File: src/design/dda_pkg.sv
// Shared constants, types and codes of the DDA line pixel generator.
`default_nettype none
package dda_pkg;
	// Coordinate and fixed-point sizes.
	localparam int COORD_BITS = 10;
	localparam int FRAC_BITS  = 16;

	// Position: unsigned integer part plus fraction.
	localparam int POS_W  = COORD_BITS + FRAC_BITS;
	// Increment: signed, magnitude at most 1.0.
	localparam int STEP_W = FRAC_BITS + 2;
	// Quotient of the increment divider: one integer bit plus fraction.
	localparam int QUO_W  = FRAC_BITS + 1;

	// Action codes of an input item.
	localparam logic ACT_LOAD = 1'b0;
	localparam logic ACT_STEP = 1'b1;

	typedef logic [COORD_BITS-1:0] coord_t;

	// Sequencer states of the top level.
	typedef enum logic [1:0] {
		ST_IDLE,
		ST_DIV_X,
		ST_DIV_Y
	} dda_state_t;

	// Request to the shared divider.
	typedef struct packed {
		logic   start;
		coord_t num;
		coord_t den;
	} div_req_t;

	// Response of the shared divider.
	typedef struct packed {
		logic             done;
		logic [QUO_W-1:0] quo;
	} div_rsp_t;
endpackage
`default_nettype wire

File: src/design/dda_if.sv
// Valid/ready channel interfaces for line input items and pixel result items.
`default_nettype none
interface dda_in_if import dda_pkg::*; ();
	logic   valid;
	logic   ready;
	logic   action;
	coord_t start_x;
	coord_t start_y;
	coord_t end_x;
	coord_t end_y;

	modport source (output valid, action, start_x, start_y, end_x, end_y, input ready);
	modport sink (input valid, action, start_x, start_y, end_x, end_y, output ready);
endinterface

interface dda_out_if import dda_pkg::*; ();
	logic   valid;
	logic   ready;
	coord_t pixel_x;
	coord_t pixel_y;
	logic   last;

	modport source (output valid, pixel_x, pixel_y, last, input ready);
	modport sink (input valid, pixel_x, pixel_y, last, output ready);
endinterface
`default_nettype wire

File: src/design/dda_div.sv
// Restoring divider that forms (num << FRAC_BITS) / den for num <= den, one bit a cycle.
`default_nettype none
module dda_div import dda_pkg::*; (
	input  wire logic     clk,
	input  wire logic     arst_n,
	input  wire div_req_t req,
	output div_rsp_t      rsp
);
	localparam int DIV_STEPS = FRAC_BITS + 1;
	localparam int DIV_CW    = $clog2(DIV_STEPS + 1);

	logic                  busy_q;
	logic                  done_q;
	logic [DIV_CW-1:0]     cnt_q;
	logic [COORD_BITS:0]   rem_q;
	coord_t                den_q;
	logic [QUO_W-1:0]      quo_q;
	logic [COORD_BITS:0]   diff;
	logic                  qbit;
	logic [COORD_BITS:0]   rem_keep;

	// One trial subtraction per cycle.
	always_comb begin
		diff     = rem_q - {1'b0, den_q};
		qbit     = (rem_q >= {1'b0, den_q});
		rem_keep = qbit ? diff : rem_q;
	end

	// Control: busy flag, step counter and done pulse.
	always_ff @(posedge clk or negedge arst_n) begin
		if (!arst_n) begin
			busy_q <= 1'b0;
			done_q <= 1'b0;
			cnt_q  <= '0;
		end else begin
			done_q <= 1'b0;
			if (req.start && !busy_q) begin
				busy_q <= 1'b1;
				cnt_q  <= DIV_CW'(DIV_STEPS);
			end else if (busy_q) begin
				cnt_q <= cnt_q - 1'b1;
				if (cnt_q == DIV_CW'(1)) begin
					busy_q <= 1'b0;
					done_q <= 1'b1;
				end
			end
		end
	end

	// Datapath: partial remainder and quotient shift register.
	always_ff @(posedge clk) begin
		if (req.start && !busy_q) begin
			rem_q <= {1'b0, req.num};
			den_q <= req.den;
			quo_q <= '0;
		end else if (busy_q) begin
			// The kept remainder is below den, so its top bit is clear.
			rem_q <= {rem_keep[COORD_BITS-1:0], 1'b0};
			quo_q <= {quo_q[QUO_W-2:0], qbit};
		end
	end

	assign rsp.done = done_q;
	assign rsp.quo  = quo_q;

	a_no_start_busy: assert property (@(posedge clk) disable iff (!arst_n)
		busy_q |-> !req.start)
		else $error("divider started while busy");
	a_done_ends_busy: assert property (@(posedge clk) disable iff (!arst_n)
		(busy_q && cnt_q == DIV_CW'(1)) |=> (done_q && !busy_q))
		else $error("divider did not finish after its last step");
endmodule
`default_nettype wire

File: src/design/dda_line_pixel_generator_top.sv
// Top level of the DDA line pixel generator.
// A load item (action 0) takes two endpoints and sets up a line; it never gives a
// result. When the longer axis spans m >= 2, the two per-step increments are
// formed one after the other in a single shared bit-serial divider, so a load
// keeps the block busy, with input ready low, until both are formed. A step item
// (action 1) advances the position by one increment and gives one pixel item
// whose coordinates are the floored position, with last set on the m-1th pixel;
// the endpoints themselves are not emitted. A step with no line in progress
// gives nothing. The pixel sits in an output register, and a new item is taken
// when that register is empty or is being read in the same cycle.
`default_nettype none
module dda_line_pixel_generator_top import dda_pkg::*; (
	input wire logic clk,
	input wire logic arst_n,
	dda_in_if.sink   in,
	dda_out_if.source out
);
	dda_state_t state_q, state_d;

	logic [POS_W-1:0]       pos_x_q, pos_y_q;
	logic [STEP_W-1:0]      step_x_q, step_y_q;
	logic [COORD_BITS-1:0]  steps_left_q;
	logic                   line_active_q;
	logic                   neg_x_q, neg_y_q;
	coord_t                 ady_q, m_q;
	logic                   out_valid_q;
	coord_t                 pixel_x_q, pixel_y_q;
	logic                   last_q;

	logic                   accept;
	logic                   load_acc, step_acc;
	logic [COORD_BITS:0]    dx_c, dy_c, ndx_c, ndy_c;
	coord_t                 adx_c, ady_c, m_c;
	logic                   long_c;
	logic [STEP_W-1:0]      quo_ext, step_new;
	logic [POS_W-1:0]       pos_x_nx, pos_y_nx;
	div_req_t               div_req;
	div_rsp_t               div_rsp;

	dda_div u_div (
		.clk    (clk),
		.arst_n (arst_n),
		.req    (div_req),
		.rsp    (div_rsp)
	);

	// Handshake decode.
	assign accept   = in.valid && in.ready;
	assign load_acc = accept && (in.action == ACT_LOAD);
	assign step_acc = accept && (in.action == ACT_STEP) && line_active_q;

	// Endpoint differences, magnitudes and the longer span.
	always_comb begin
		dx_c   = {1'b0, in.end_x} - {1'b0, in.start_x};
		dy_c   = {1'b0, in.end_y} - {1'b0, in.start_y};
		ndx_c  = '0 - dx_c;
		ndy_c  = '0 - dy_c;
		adx_c  = dx_c[COORD_BITS] ? ndx_c[COORD_BITS-1:0] : dx_c[COORD_BITS-1:0];
		ady_c  = dy_c[COORD_BITS] ? ndy_c[COORD_BITS-1:0] : dy_c[COORD_BITS-1:0];
		m_c    = (adx_c > ady_c) ? adx_c : ady_c;
		long_c = (m_c >= COORD_BITS'(2));
	end

	// Signed increment from the divider quotient.
	always_comb begin
		quo_ext  = {1'b0, div_rsp.quo};
		step_new = quo_ext;
		if ((state_q == ST_DIV_X && neg_x_q) || (state_q == ST_DIV_Y && neg_y_q)) begin
			step_new = '0 - quo_ext;
		end
	end

	// Position advance by sign-extended increments.
	assign pos_x_nx = pos_x_q + {{(POS_W-STEP_W){step_x_q[STEP_W-1]}}, step_x_q};
	assign pos_y_nx = pos_y_q + {{(POS_W-STEP_W){step_y_q[STEP_W-1]}}, step_y_q};

	// Sequencer next state.
	always_comb begin
		state_d = state_q;
		unique case (state_q)
			ST_IDLE: begin
				if (load_acc && long_c) begin
					state_d = ST_DIV_X;
				end
			end
			ST_DIV_X: begin
				if (div_rsp.done) begin
					state_d = ST_DIV_Y;
				end
			end
			ST_DIV_Y: begin
				if (div_rsp.done) begin
					state_d = ST_IDLE;
				end
			end
			default: state_d = ST_IDLE;
		endcase
	end

	// Sequencer outputs: input ready and divider requests.
	always_comb begin
		in.ready      = 1'b0;
		div_req.start = 1'b0;
		div_req.num   = ady_q;
		div_req.den   = m_q;
		unique case (state_q)
			ST_IDLE: begin
				in.ready      = !out_valid_q || out.ready;
				div_req.start = load_acc && long_c;
				div_req.num   = adx_c;
				div_req.den   = m_c;
			end
			ST_DIV_X: begin
				div_req.start = div_rsp.done;
			end
			ST_DIV_Y: begin
				div_req.start = 1'b0;
			end
			default: begin
				in.ready = 1'b0;
			end
		endcase
	end

	// Control registers.
	always_ff @(posedge clk or negedge arst_n) begin
		if (!arst_n) begin
			state_q       <= ST_IDLE;
			line_active_q <= 1'b0;
			steps_left_q  <= '0;
			out_valid_q   <= 1'b0;
		end else begin
			state_q <= state_d;
			// The pixel register fills on a step and empties when it is read.
			if (step_acc) begin
				out_valid_q <= 1'b1;
			end else if (out.ready) begin
				out_valid_q <= 1'b0;
			end
			if (load_acc) begin
				line_active_q <= 1'b0;
				steps_left_q  <= long_c ? (m_c - 1'b1) : '0;
			end else if (step_acc) begin
				steps_left_q <= steps_left_q - 1'b1;
				if (steps_left_q == COORD_BITS'(1)) begin
					line_active_q <= 1'b0;
				end
			end else if (state_q == ST_DIV_Y && div_rsp.done) begin
				line_active_q <= 1'b1;
			end
		end
	end

	// Payload registers: position, increments and the pixel result.
	always_ff @(posedge clk) begin
		if (load_acc) begin
			pos_x_q  <= {in.start_x, {FRAC_BITS{1'b0}}};
			pos_y_q  <= {in.start_y, {FRAC_BITS{1'b0}}};
			step_x_q <= '0;
			step_y_q <= '0;
			neg_x_q  <= dx_c[COORD_BITS];
			neg_y_q  <= dy_c[COORD_BITS];
			ady_q    <= ady_c;
			m_q      <= m_c;
		end else if (step_acc) begin
			pos_x_q   <= pos_x_nx;
			pos_y_q   <= pos_y_nx;
			pixel_x_q <= pos_x_nx[POS_W-1:FRAC_BITS];
			pixel_y_q <= pos_y_nx[POS_W-1:FRAC_BITS];
			last_q    <= (steps_left_q == COORD_BITS'(1));
		end else if (div_rsp.done) begin
			if (state_q == ST_DIV_X) begin
				step_x_q <= step_new;
			end else if (state_q == ST_DIV_Y) begin
				step_y_q <= step_new;
			end
		end
	end

	assign out.valid   = out_valid_q;
	assign out.pixel_x = pixel_x_q;
	assign out.pixel_y = pixel_y_q;
	assign out.last    = last_q;

	a_busy_not_ready: assert property (@(posedge clk) disable iff (!arst_n)
		(state_q != ST_IDLE) |-> !in.ready)
		else $error("input taken while increments are being formed");
	a_last_ends_line: assert property (@(posedge clk) disable iff (!arst_n)
		(out_valid_q && last_q) |-> !line_active_q)
		else $error("line still active after its last pixel");
	a_active_has_steps: assert property (@(posedge clk) disable iff (!arst_n)
		line_active_q |-> (steps_left_q != '0))
		else $error("active line with no pixels left");
endmodule
`default_nettype wire
File: src/flat_wrapper.sv
// flat-port wrapper written by rule: the top's interface ports become plain ports
module dda_line_pixel_generator_top_flat import dda_pkg::*;
  (clk, arst_n, in_valid, in_action, in_start_x, in_start_y, in_end_x, in_end_y, in_ready, out_valid, out_pixel_x, out_pixel_y, out_last, out_ready);
  dda_in_if in_i ();
  dda_out_if out_i ();
  input wire logic clk;
  input wire logic arst_n;
  input wire logic [$bits(in_i.valid)-1:0] in_valid;
  input wire logic [$bits(in_i.action)-1:0] in_action;
  input wire logic [$bits(in_i.start_x)-1:0] in_start_x;
  input wire logic [$bits(in_i.start_y)-1:0] in_start_y;
  input wire logic [$bits(in_i.end_x)-1:0] in_end_x;
  input wire logic [$bits(in_i.end_y)-1:0] in_end_y;
  output wire logic [$bits(in_i.ready)-1:0] in_ready;
  output wire logic [$bits(out_i.valid)-1:0] out_valid;
  output wire logic [$bits(out_i.pixel_x)-1:0] out_pixel_x;
  output wire logic [$bits(out_i.pixel_y)-1:0] out_pixel_y;
  output wire logic [$bits(out_i.last)-1:0] out_last;
  input wire logic [$bits(out_i.ready)-1:0] out_ready;
  assign in_i.valid = in_valid;
  assign in_i.action = in_action;
  assign in_i.start_x = in_start_x;
  assign in_i.start_y = in_start_y;
  assign in_i.end_x = in_end_x;
  assign in_i.end_y = in_end_y;
  assign in_ready = in_i.ready;
  assign out_valid = out_i.valid;
  assign out_pixel_x = out_i.pixel_x;
  assign out_pixel_y = out_i.pixel_y;
  assign out_last = out_i.last;
  assign out_i.ready = out_ready;
  dda_line_pixel_generator_top u_core (.clk(clk), .arst_n(arst_n), .in(in_i), .out(out_i));
endmodule
File: config.mk
export PLATFORM = sky130hd
export DESIGN_NAME = dda_line_pixel_generator_top_flat
export DESIGN_NICKNAME = d
export VERILOG_FILES = /design/src/design/dda_pkg.sv /design/src/design/dda_if.sv /design/src/design/dda_div.sv /design/src/design/dda_line_pixel_generator_top.sv /design/src/flat_wrapper.sv
export SDC_FILE = /design/constraint.sdc
export NUM_CORES = 1
export LEC_CHECK = 0
export BUFFER_PORTS_ARGS = -buffer_cell sky130_fd_sc_hd__buf_2
export CORE_UTILIZATION = 50
export CTS_CLUSTER_SIZE = 8
export DETAILED_ROUTE_END_ITERATION = 12
export PLACE_DENSITY = 0.7
export SYNTH_ARGS = -nofsm -noshare
export SYNTH_HDL_FRONTEND = slang
export SYNTH_HIERARCHICAL = 1
export SYNTH_SLANG_ARGS = --single-unit
File: constraint.sdc
create_clock -name clk -period 3.6 [get_ports clk]
set_clock_uncertainty 0.1 [all_clocks]
set_input_delay 0.36 -clock clk [delete_from_list [all_inputs] [get_ports clk]]
set_output_delay 0.36 -clock clk [all_outputs]
set_load 0.02 [all_outputs]
==> out/metrics.cfg, run 1 <==
[outcome]
status=complete, but fails checks
violations=setup timing

[pwr]
leakage_nw=7.083
total_power_mw=6.616
peakVddDrop_mv=0.3906
power.density_nw_per_um2=410.1

[clock_tree]
clock_sinks=190
path_clk_slew_ns=0.08
clk_path_buf_depth=2
cts_made_buffers=17
htreeDepth=4
clock-root-buffer=clkbuf_16
cts_tree=yes
insertion_delay_ns=0.44

[logic_synthesis]
synth_area_leaders=edfxtp_1, dfxtp_1, ha_1, xnor2_1, nand2_1
synth_top_cell_area_share_pct=20.16
syn_inst=1369
ys_warn_count=6
ys_top_cells_by_count=nand2_1, o21ai_0, ha_1, nor2_1, inv_1
synth_most_common_cell=nand2_1
synth_nets=1517
synth_edf_count=83
synth_area_um2=12360
synth_top_area_cell=edfxtp_1
async_flop_share_pct=11.05
synthFlopType=dfxtp_1
synth-seq-cells=190
ys_types=89
synth_seq_area_share_pct=38.33
avgSynthCellArea_um2=9.032

[hold_path]
min_path_type=in -> reg

[route]
wl_per_cell_um=17.10
routed_wl_um=33940
avgViaCountPerCell=5.670
drt_iter0_drc=697
ant_nets=0
drc=0
dr_total_vias=11260
dr.pass1.iters=5

[global_route]
grt_pass1_wl_um=54040
antenna_found_initial=0
grt_pass1_vias=11050
grt.total_usage_pct=26.47
grt.overflow.total=0
grt_start_max_net_pins=34

[run]
maxCapViolations=0

[critical_path]
crit_slowest_cell=or3_4
worstPathRequired_ns=3.77
cp-end-kind=register
start_kind=input port
cp_max_fo=7
setup.worst_path.class=in -> reg
cp.arrival_ns=5.45
cpMostUsedCell=ha_4
slowest_delay_ns=0.34

[floorplan]
ios=68
core_area_um2=24320
die_h_um=159.3
initial_utilization_pct=50.84
die_area_um2=25360
rows=57
die_w_um=159.3

[sta]
hold_viol_final=0
drv_slew=0
max_freq_mhz=189.5
setup_violations=83
setup_slack_ns=-1.678
min_period_ns=5.278
slew_headroom_pct=30.71
worst_pin_slew_ns=1.039
rsz0062_at_grt=yes
post-route-period-util_pct=146.6

[placed_design]
port_buffers=67
dpl_cell_area_um2=14480
gp_congestion=0.9039
hpwl_um=24100

[cells_and_area]
syn2layout_area_growth_pct=30.48
fillCellCount=1889
final_cell_area_um2=16130
antenna_cells=0
final_nets=1796
layout-drive-gt1-share_pct=29.20
utilization_pct=66.34

## layout by cell type (no fill, tap or decap), types with 9 or more instances in the layout
cell and instances:
nand3_1 42, nand4_1 9, nor2b_1 15, o21ai_1 22
o21ai_2 18, and3_1 10, clkbuf_16 20, buf_2 64
ha_4 9, ha_1 85, a22o_1 16, o211ai_1 12
nand2b_1 13, xnor2_1 63, a21o_1 29, o21ai_0 76
dfxtp_1 84, buf_4 219, o21a_1 13, a21oi_2 10
nand2_1 143, o22ai_1 13, a31oi_1 14, buf_6 15
nor3_1 23, edfxtp_1 83, xor2_1 30, a211oi_1 18
mux2_2 10, nor2_1 89, inv_1 88, dfrtp_1 21
a21oi_1 67
## worst paths after layout
path | slack (ns) | cells after the start | end | startpoint
min in group asynchronous | 0.32 | 2 | u_core/out.valid$_DFFE_PN0P_ | arst_n
worst min register to register | 0.36 | 2 | u_core/pos_y_q[7]$_SDFFE_PP0P_ | u_core/pos_y_q[7]$_SDFFE_PP0P_
worst max register to register | 0.19 | 15 | u_core/pos_x_q[22]$_DFFE_PN_ | u_core/pos_x_q[0]$_SDFFE_PP0P_
max in group asynchronous | 2.72 | 2 | u_core/steps_left_q[6]$_DFFE_PN0N_ | arst_n
worst min-delay path | 0.11 | 3 | u_core/line_active_q$_DFFE_PN0P_ | in_action
worst max-delay path | -1.68 | 30 | u_core/u_div/rem_q[5]$_DFFE_PP_ | in_end_y[0]
## worst max-delay path, delay by kind of cell
family	cells	cell delay, ns
AO/OA/AOI/OAI	5	0.88
XOR/XNOR	1	0.13
AND/OR/NAND/NOR	13	2.30
buffers and inverters	6	0.58
multiplexers	1	0.26
adder cells (fa/ha/maj)	4	0.92
## registers in the layout (all words and copies together), names as in the netlist, 2 cells and up
name,count
u_core/ady_q,10
u_core/state_q,2
u_core/u_div/den_q,10
u_core/step_y_q,18
u_core/pos_x_q,26
u_core/pos_y_q,26
u_core/u_div/cnt_q,5
u_core/u_div/quo_q,17
u_core/m_q,10
u_core/step_x_q,18
u_core/out.pixel_y,10
u_core/out.pixel_x,10
u_core/u_div/rem_q,11
u_core/steps_left_q,10
## routing by layer
layer	GRT usage, %	vias to the layer above	wire, um
met5	0	-	0
met4	7.692	0	745
met3	3.256	69	1376
met2	46.33	271	16780
met1	34.22	5405	15050
li1	-	5510	-
## logic make-up after synthesis
kind of cell / count (synthesis) / synth area share (%)
adders and majority gates: 103 / 10.73
muxes: 27 / 2.631
buffers and inverters: 143 / 4.625
and+or+nand+nor: 423 / 16.26
xor gates and xnor gates: 102 / 7.377
AOI/OAI and AO/OA: 381 / 20.05
DFF: 190 / 38.33
## final cells by class
cell class              instances  area [um2]  share of cell area [%]
flip-flops and latches        190        4742                   29.39
repair buffers                304        2248                   13.94
inverters                      99       401.6                   2.490
well taps                     324       405.4                   2.513
clock buffers                  19       454.2                   2.815
multi-input cells            1036        7740                   47.98
clock inverters                13       141.4                  0.8764
## metrics by stage
| stage | hold slack, ns | setup WS (ns) | std cells | TNS [ns] |
|---|---|---|---|---|
| after detailed placement | 0.2523 | -2.188 | 1904 | -152.33 |
| after global placement | 0.2411 | -1.992 | 1904 | -139.51 |
| final | 0.1070 | -1.678 | 1985 | -111.45 |
| after global routing | 0.1249 | -1.878 | 1985 | -125.55 |
| after floorplan | -0.03559 | -2.135 | 1369 | -133.19 |
| after CTS | 0.1030 | -1.373 | 1970 | -85.79 |
## report_power, final
part	switching, mW	leakage, nW	internal [mW]
clock network	0.933	0.295	0.974
logic	1.16	5.03	1.25
registers	0.0165	1.76	2.29
total	2.11	7.08	4.51
## what timing repair did
action                                  in CTS  in global routing
hold buffers                                 1                  0
setup buffers                               37                 16
pin swaps                                   34                 36
gates cloned                                 0                  2
endpoints found under the setup margin      89                 99
endpoints found under the hold margin       21                  0
gates resized for setup                     94                 70
(Power assumes the default switching activity.)
==> run 2, diff against run 1 <==
--- a/config.mk
+++ b/config.mk
@@ -7,6 +7,7 @@
 export LEC_CHECK = 0
 export BUFFER_PORTS_ARGS = -buffer_cell sky130_fd_sc_hd__buf_2
 export CORE_UTILIZATION = 50
+export CTS_BUF_LIST = sky130_fd_sc_hd__clkbuf_16
 export CTS_CLUSTER_SIZE = 8
 export DETAILED_ROUTE_END_ITERATION = 12
 export PLACE_DENSITY = 0.7
==> run 2 against run 1 <==
The run still ends with setup timing left; largest power group unchanged; die area unchanged; utilization unchanged; hold slack improved by 0.00074 ns; sequential power about the same; via count about the same; register-to-register slack about the same; sequential share of layout area unchanged; first-iteration DRC count decreased by 0.57%; highest routed layer unchanged.
==> out/metrics.cfg, run 2 (same netlist as run 1, synthesis figures left out) <==
[route]
routed_wl_um=33940
drt_iter0_drc=693
ant_nets=0
dr_total_vias=11260
drc=0
wl_per_cell_um=17.10
dr.pass1.iters=6
avgViaCountPerCell=5.675

[cells_and_area]
final_nets=1796
layout-drive-gt1-share_pct=29.20
fin_cells=1985
most-common-layout-cells=buf_4, nand2_1, inv_1, nor2_1, ha_1
syn2layout_area_growth_pct=30.48
top_regs=u_core/pos_x_q (26), u_core/pos_y_q (26)
utilization_pct=66.34
final_common_cell=buf_4
antenna_cells=0

[sta]
rsz0062_at_grt=yes
post-route-period-util_pct=146.6
drv_slew=0
min_period_ns=5.279
hold_viol_final=0
max_freq_mhz=189.4
worst_pin_slew_ns=1.049
slew_headroom_pct=30.04
tns_ns=-111.50
setup_slack_ns=-1.679
setup_violations=83

[critical_path]
crit_slowest_cell=or3_4
cpMostUsedCell=ha_4
setup.worst_path.class=in -> reg
cp.arrival_ns=5.45
cp_max_fo=7
r2r_cells=15
start_kind=input port
cp-end-kind=register
worstPathRequired_ns=3.77
slowest_delay_ns=0.34

[floorplan]
initial_utilization_pct=50.84
die_w_um=159.3
core_area_um2=24320
ios=68
die_h_um=159.3
die_area_um2=25360
rows=57

[pwr]
leakage_nw=7.087
peakVddDrop_mv=0.3906
power.density_nw_per_um2=409.9

[outcome]
violations=setup timing
status=complete, but fails checks

[clock_tree]
cts_tree=yes
clock-root-buffer=clkbuf_16
htreeDepth=4
insertion_delay_ns=0.44
clk_path_buf_depth=2
cts_made_buffers=17
clock_sinks=190
path_clk_slew_ns=0.08

[hold_path]
min_path_type=in -> reg
holdPathStages=3

[global_route]
grt.total_usage_pct=26.47
grt_start_max_net_pins=34
antenna_found_initial=0
grt_pass1_vias=11050
grt_pass1_wl_um=54040
grt.overflow.total=0

[placed_design]
dpl.cell_count=1904
gp_congestion=0.9039
hpwl_um=24100
port_buffers=67

[run]
maxCapViolations=0

[run 2: power breakdown]
| group | leakage [nW] | switching (mW) | total (mW) | internal [mW] |
|---|---|---|---|---|
| registers | 1.76 | 0.0165 | 2.30 | 2.29 |
| logic | 5.03 | 1.16 | 2.40 | 1.25 |
| clock network | 0.299 | 0.933 | 1.90 | 0.971 |
| total | 7.09 | 2.11 | 6.61 | 4.51 |
[run 2: final cells by class]
cell class	instances	area, um2
sequential	190	4742
tap	324	405.4
fill	1889	8187
clock inverter	14	145.1
inverter	99	401.6
multi-input combinational	1036	7740
clock buffer	18	450.4
timing repair buffer	304	2248
[run 2: path summary, 6_finish.rpt]
kind / from / end / slack [ns]
max: in_end_y[0] / u_core/u_div/rem_q[5]$_DFFE_PP_ / -1.68
min: in_action / u_core/line_active_q$_DFFE_PN0P_ / 0.11
max reg2reg: u_core/pos_x_q[0]$_SDFFE_PP0P_ / u_core/pos_x_q[22]$_DFFE_PN_ / 0.19
min reg2reg: u_core/pos_y_q[7]$_SDFFE_PP0P_ / u_core/pos_y_q[7]$_SDFFE_PP0P_ / 0.36
max in group asynchronous: arst_n / u_core/steps_left_q[6]$_DFFE_PN0N_ / 2.72
min in group asynchronous: arst_n / u_core/out.valid$_DFFE_PN0P_ / 0.32
[run 2: what timing repair did]
item	in CTS	in global routing
endpoints found under the setup margin	89	99
resized for setup	94	70
pin swaps	34	36
endpoints found under the hold margin	21	0
cloned	0	2
setup buffers	37	16
hold buffers	1	0
[run 2: critical path: cells and delay by family]
kind / cells / cell delay [ns]
mux: 1 / 0.26
xor+xnor: 1 / 0.13
simple gates: 13 / 2.30
compound gates: 5 / 0.88
buf+inv: 6 / 0.58
fa+ha+maj: 4 / 0.92
[run 2: stage by stage]
step	power [mW]	hold WS, ns	area [um2]	setup WS [ns]
floorplan	3.403	-0.03559	12560	-2.135
global placement	4.153	0.2411	14480	-1.992
detailed placement	4.170	0.2523	14480	-2.188
CTS	6.417	0.1030	15670	-1.373
global route	6.908	0.1249	16130	-1.878
finish	6.613	0.1077	16130	-1.679
[run 2: metal layers]
| layer | track usage, % | share of wire [%] |
|---|---|---|
| met4 | 7.692 | 2.2 |
| met3 | 3.256 | 4.3 |
| met1 | 34.22 | 44 |
| met2 | 46.33 | 49 |
| met5 | 0 | 0 |
==> run 3, diff against run 2 <==
--- a/config.mk
+++ b/config.mk
@@ -10,7 +10,7 @@
 export CTS_BUF_LIST = sky130_fd_sc_hd__clkbuf_16
 export CTS_CLUSTER_SIZE = 8
 export DETAILED_ROUTE_END_ITERATION = 12
-export PLACE_DENSITY = 0.7
+export PLACE_DENSITY_LB_ADDON = 0.2
 export SYNTH_ARGS = -nofsm -noshare
 export SYNTH_HDL_FRONTEND = slang
 export SYNTH_HIERARCHICAL = 1
==> constraint.sdc (replaced) <==
create_clock -name clk -period 5.98 [get_ports clk]
set_clock_uncertainty 0.1 [all_clocks]
set_input_delay 0.598 -clock clk [delete_from_list [all_inputs] [get_ports clk]]
set_output_delay 0.598 -clock clk [all_outputs]
set_load 0.02 [all_outputs]
==> run 3 against run 2 <==
Die area is the same; clock power down 40%; largest power group is now registers; design area decreased by 12%; critical path type unchanged; sequential power decreased by 40%; combinational power fell by 60%; final cell count fell by 8.7%; count of clock-buffer cells in the layout shrank 1; critical endpoint is now u_core/u_div/rem_q[4]$_DFFE_PP_; the run now ends clean; total power decreased by 47%; critical path depth is 1 lower.
==> out/metrics.cfg, run 3 (same netlist as run 1, synthesis figures left out) <==
[pwr]
leakage_nw=6.084
peakVddDrop_mv=0.1979
power.density_nw_per_um2=245.9

[floorplan]
die_h_um=159.3
core_area_um2=24320
rows=57
initial_utilization_pct=50.84
ios=68
die_w_um=159.3
die_area_um2=25360

[cells_and_area]
final_nets=1623
fillCellCount=2181
most-common-layout-cells=nand2_1, o21ai_0, ha_1, nor2_1, inv_1
top_regs=u_core/pos_x_q (26), u_core/pos_y_q (26)
final_cell_area_um2=14140
final_common_cell=nand2_1
multi_input_area_um2=7201
area.sequential_um2=4740
syn2layout_area_growth_pct=14.37
layout-drive-gt1-share_pct=15.79
fin_cells=1813

[global_route]
antenna_found_initial=1
grt.total_usage_pct=24.79
grt_start_max_net_pins=65
grt_pass1_vias=9820
grt_pass1_wl_um=50200
grt.overflow.total=0

[sta]
rsz0062_at_grt=no
slew_headroom_pct=24.73
drv_slew=0
min_period_ns=5.636
max_freq_mhz=177.4
post-route-period-util_pct=94.24
hold_viol_final=0
worst_pin_slew_ns=1.129
setup_violations=0

[clock_tree]
insertion_delay_ns=0.43
cts_tree=yes
htreeDepth=4
path_clk_slew_ns=0.07
cts_setup_buffers=0
clk_path_buf_depth=2
cts_made_buffers=17
clock-root-buffer=clkbuf_16
clock_sinks=190

[critical_path]
slowest_delay_ns=0.40
worstPathRequired_ns=6.15
cp-end-kind=register
crit_slowest_cell=fa_2
setup.worst_path.class=in -> reg
cp.arrival_ns=5.81
start_kind=input port
cp_max_fo=9

[placed_design]
port_buffers=67
dpl_cell_area_um2=13550
gp_congestion=0.9656
hpwl_um=23120
dpl.cell_count=1780

[route]
top_layer_used=met4
drc=0
route.met2.wl_um=14670
avgViaCountPerCell=5.658
routed_wl_um=30880
ant_nets=0
wl_met3_um=1362
drt_iter0_drc=750
dr_total_vias=10260
wl_met1_um=14290
dr.pass1.iters=5
wl_per_cell_um=17.03

[outcome]
status=finished clean

[run]
maxCapViolations=0

[hold_path]
min_path_type=in -> async

==> run 3: cell count changes in the layout (fill, tap and decap cells not counted), moves of 15 or more <==
cell	before	now
buf_4	219	64
buf_6	15	0
o21ai_0	76	103
o21ai_2	18	3
==> run 3: worst paths after layout <==
kind	from	end	slack [ns]	depth (start not counted)
setup / recovery	in_end_y[0]	u_core/u_div/rem_q[4]$_DFFE_PP_	0.34	29
hold / removal	arst_n	u_core/out.valid$_DFFE_PN0P_	0.01	1
setup reg to reg	u_core/pos_y_q[1]$_SDFFE_PP0P_	u_core/out.pixel_y[9]$_DFFE_PP_	1.94	13
hold reg to reg	u_core/pos_y_q[9]$_SDFFE_PP0P_	u_core/pos_y_q[9]$_SDFFE_PP0P_	0.36	2
max in group asynchronous	arst_n	u_core/steps_left_q[2]$_DFFE_PN0N_	5.44	1
min in group clk	out_ready	u_core/out.valid$_DFFE_PN0P_	0.36	3
==> run 3: routing by layer <==
| layer | vias to the layer above | GRT usage (%) |
|---|---|---|
| met2 | 206 | 41.87 |
| met1 | 4873 | 32.84 |
| met3 | 43 | 4.168 |
| li1 | 5136 | - |
| met5 | - | 0 |
| met4 | 0 | 6.556 |
==> run 3: cell type report <==
type	count	area share [%]
Multi-Input combinational cell	1036	50.92
Sequential cell	190	33.52
Timing Repair Buffer	131	5.769
Clock buffer	17	3.008
Tap cell	324	2.867
Inverter	99	2.805
Clock inverter	15	1.097
Antenna cell	1	0.01770
==> run 3: what timing repair did <==
| action | 4_1_cts | 5_1_grt |
|---|---|---|
| endpoints found under the setup margin | 0 | 6 |
| gates resized for setup | 0 | 2 |
| endpoints found under the hold margin | 0 | 0 |
| hold buffers | 0 | 0 |
==> run 3: power by group <==
part / switching, mW / total (mW) / internal [mW] / leakage (nW)
sequential: 0.0104 / 1.39 / 1.38 / 1.76
clock: 0.529 / 1.14 / 0.606 / 0.297
combinational: 0.537 / 0.954 / 0.416 / 4.02
==> run 3: stage by stage <==
step / TNS (ns) / util (%) / hold slack [ns] / setup slack, ns / total power, mW
2_1_floorplan: -0.006162 / - / 0.2024 / -0.001028 / 2.040
3_3_place_gp: 0 / 55.71 / 0.3419 / 0.009190 / 2.345
3_5_place_dp: -1.622 / 55.71 / 0.3536 / -0.1907 / 2.350
4_1_cts: 0 / 58.10 / 0.01870 / 0.2831 / 3.488
5_1_grt: 0 / 58.14 / 0.04405 / 0.02535 / 3.658
6_report: 0 / 58.15 / 0.01232 / 0.3443 / 3.477
==> run 3: worst max-delay path, delay by kind of cell <==
kind,cells,cell delay [ns]
compound gates,9,1.92
buf+inv,5,0.44
mux,1,0.26
simple gates,9,1.37
xor+xnor,1,0.18
fa+ha+maj,4,1.03
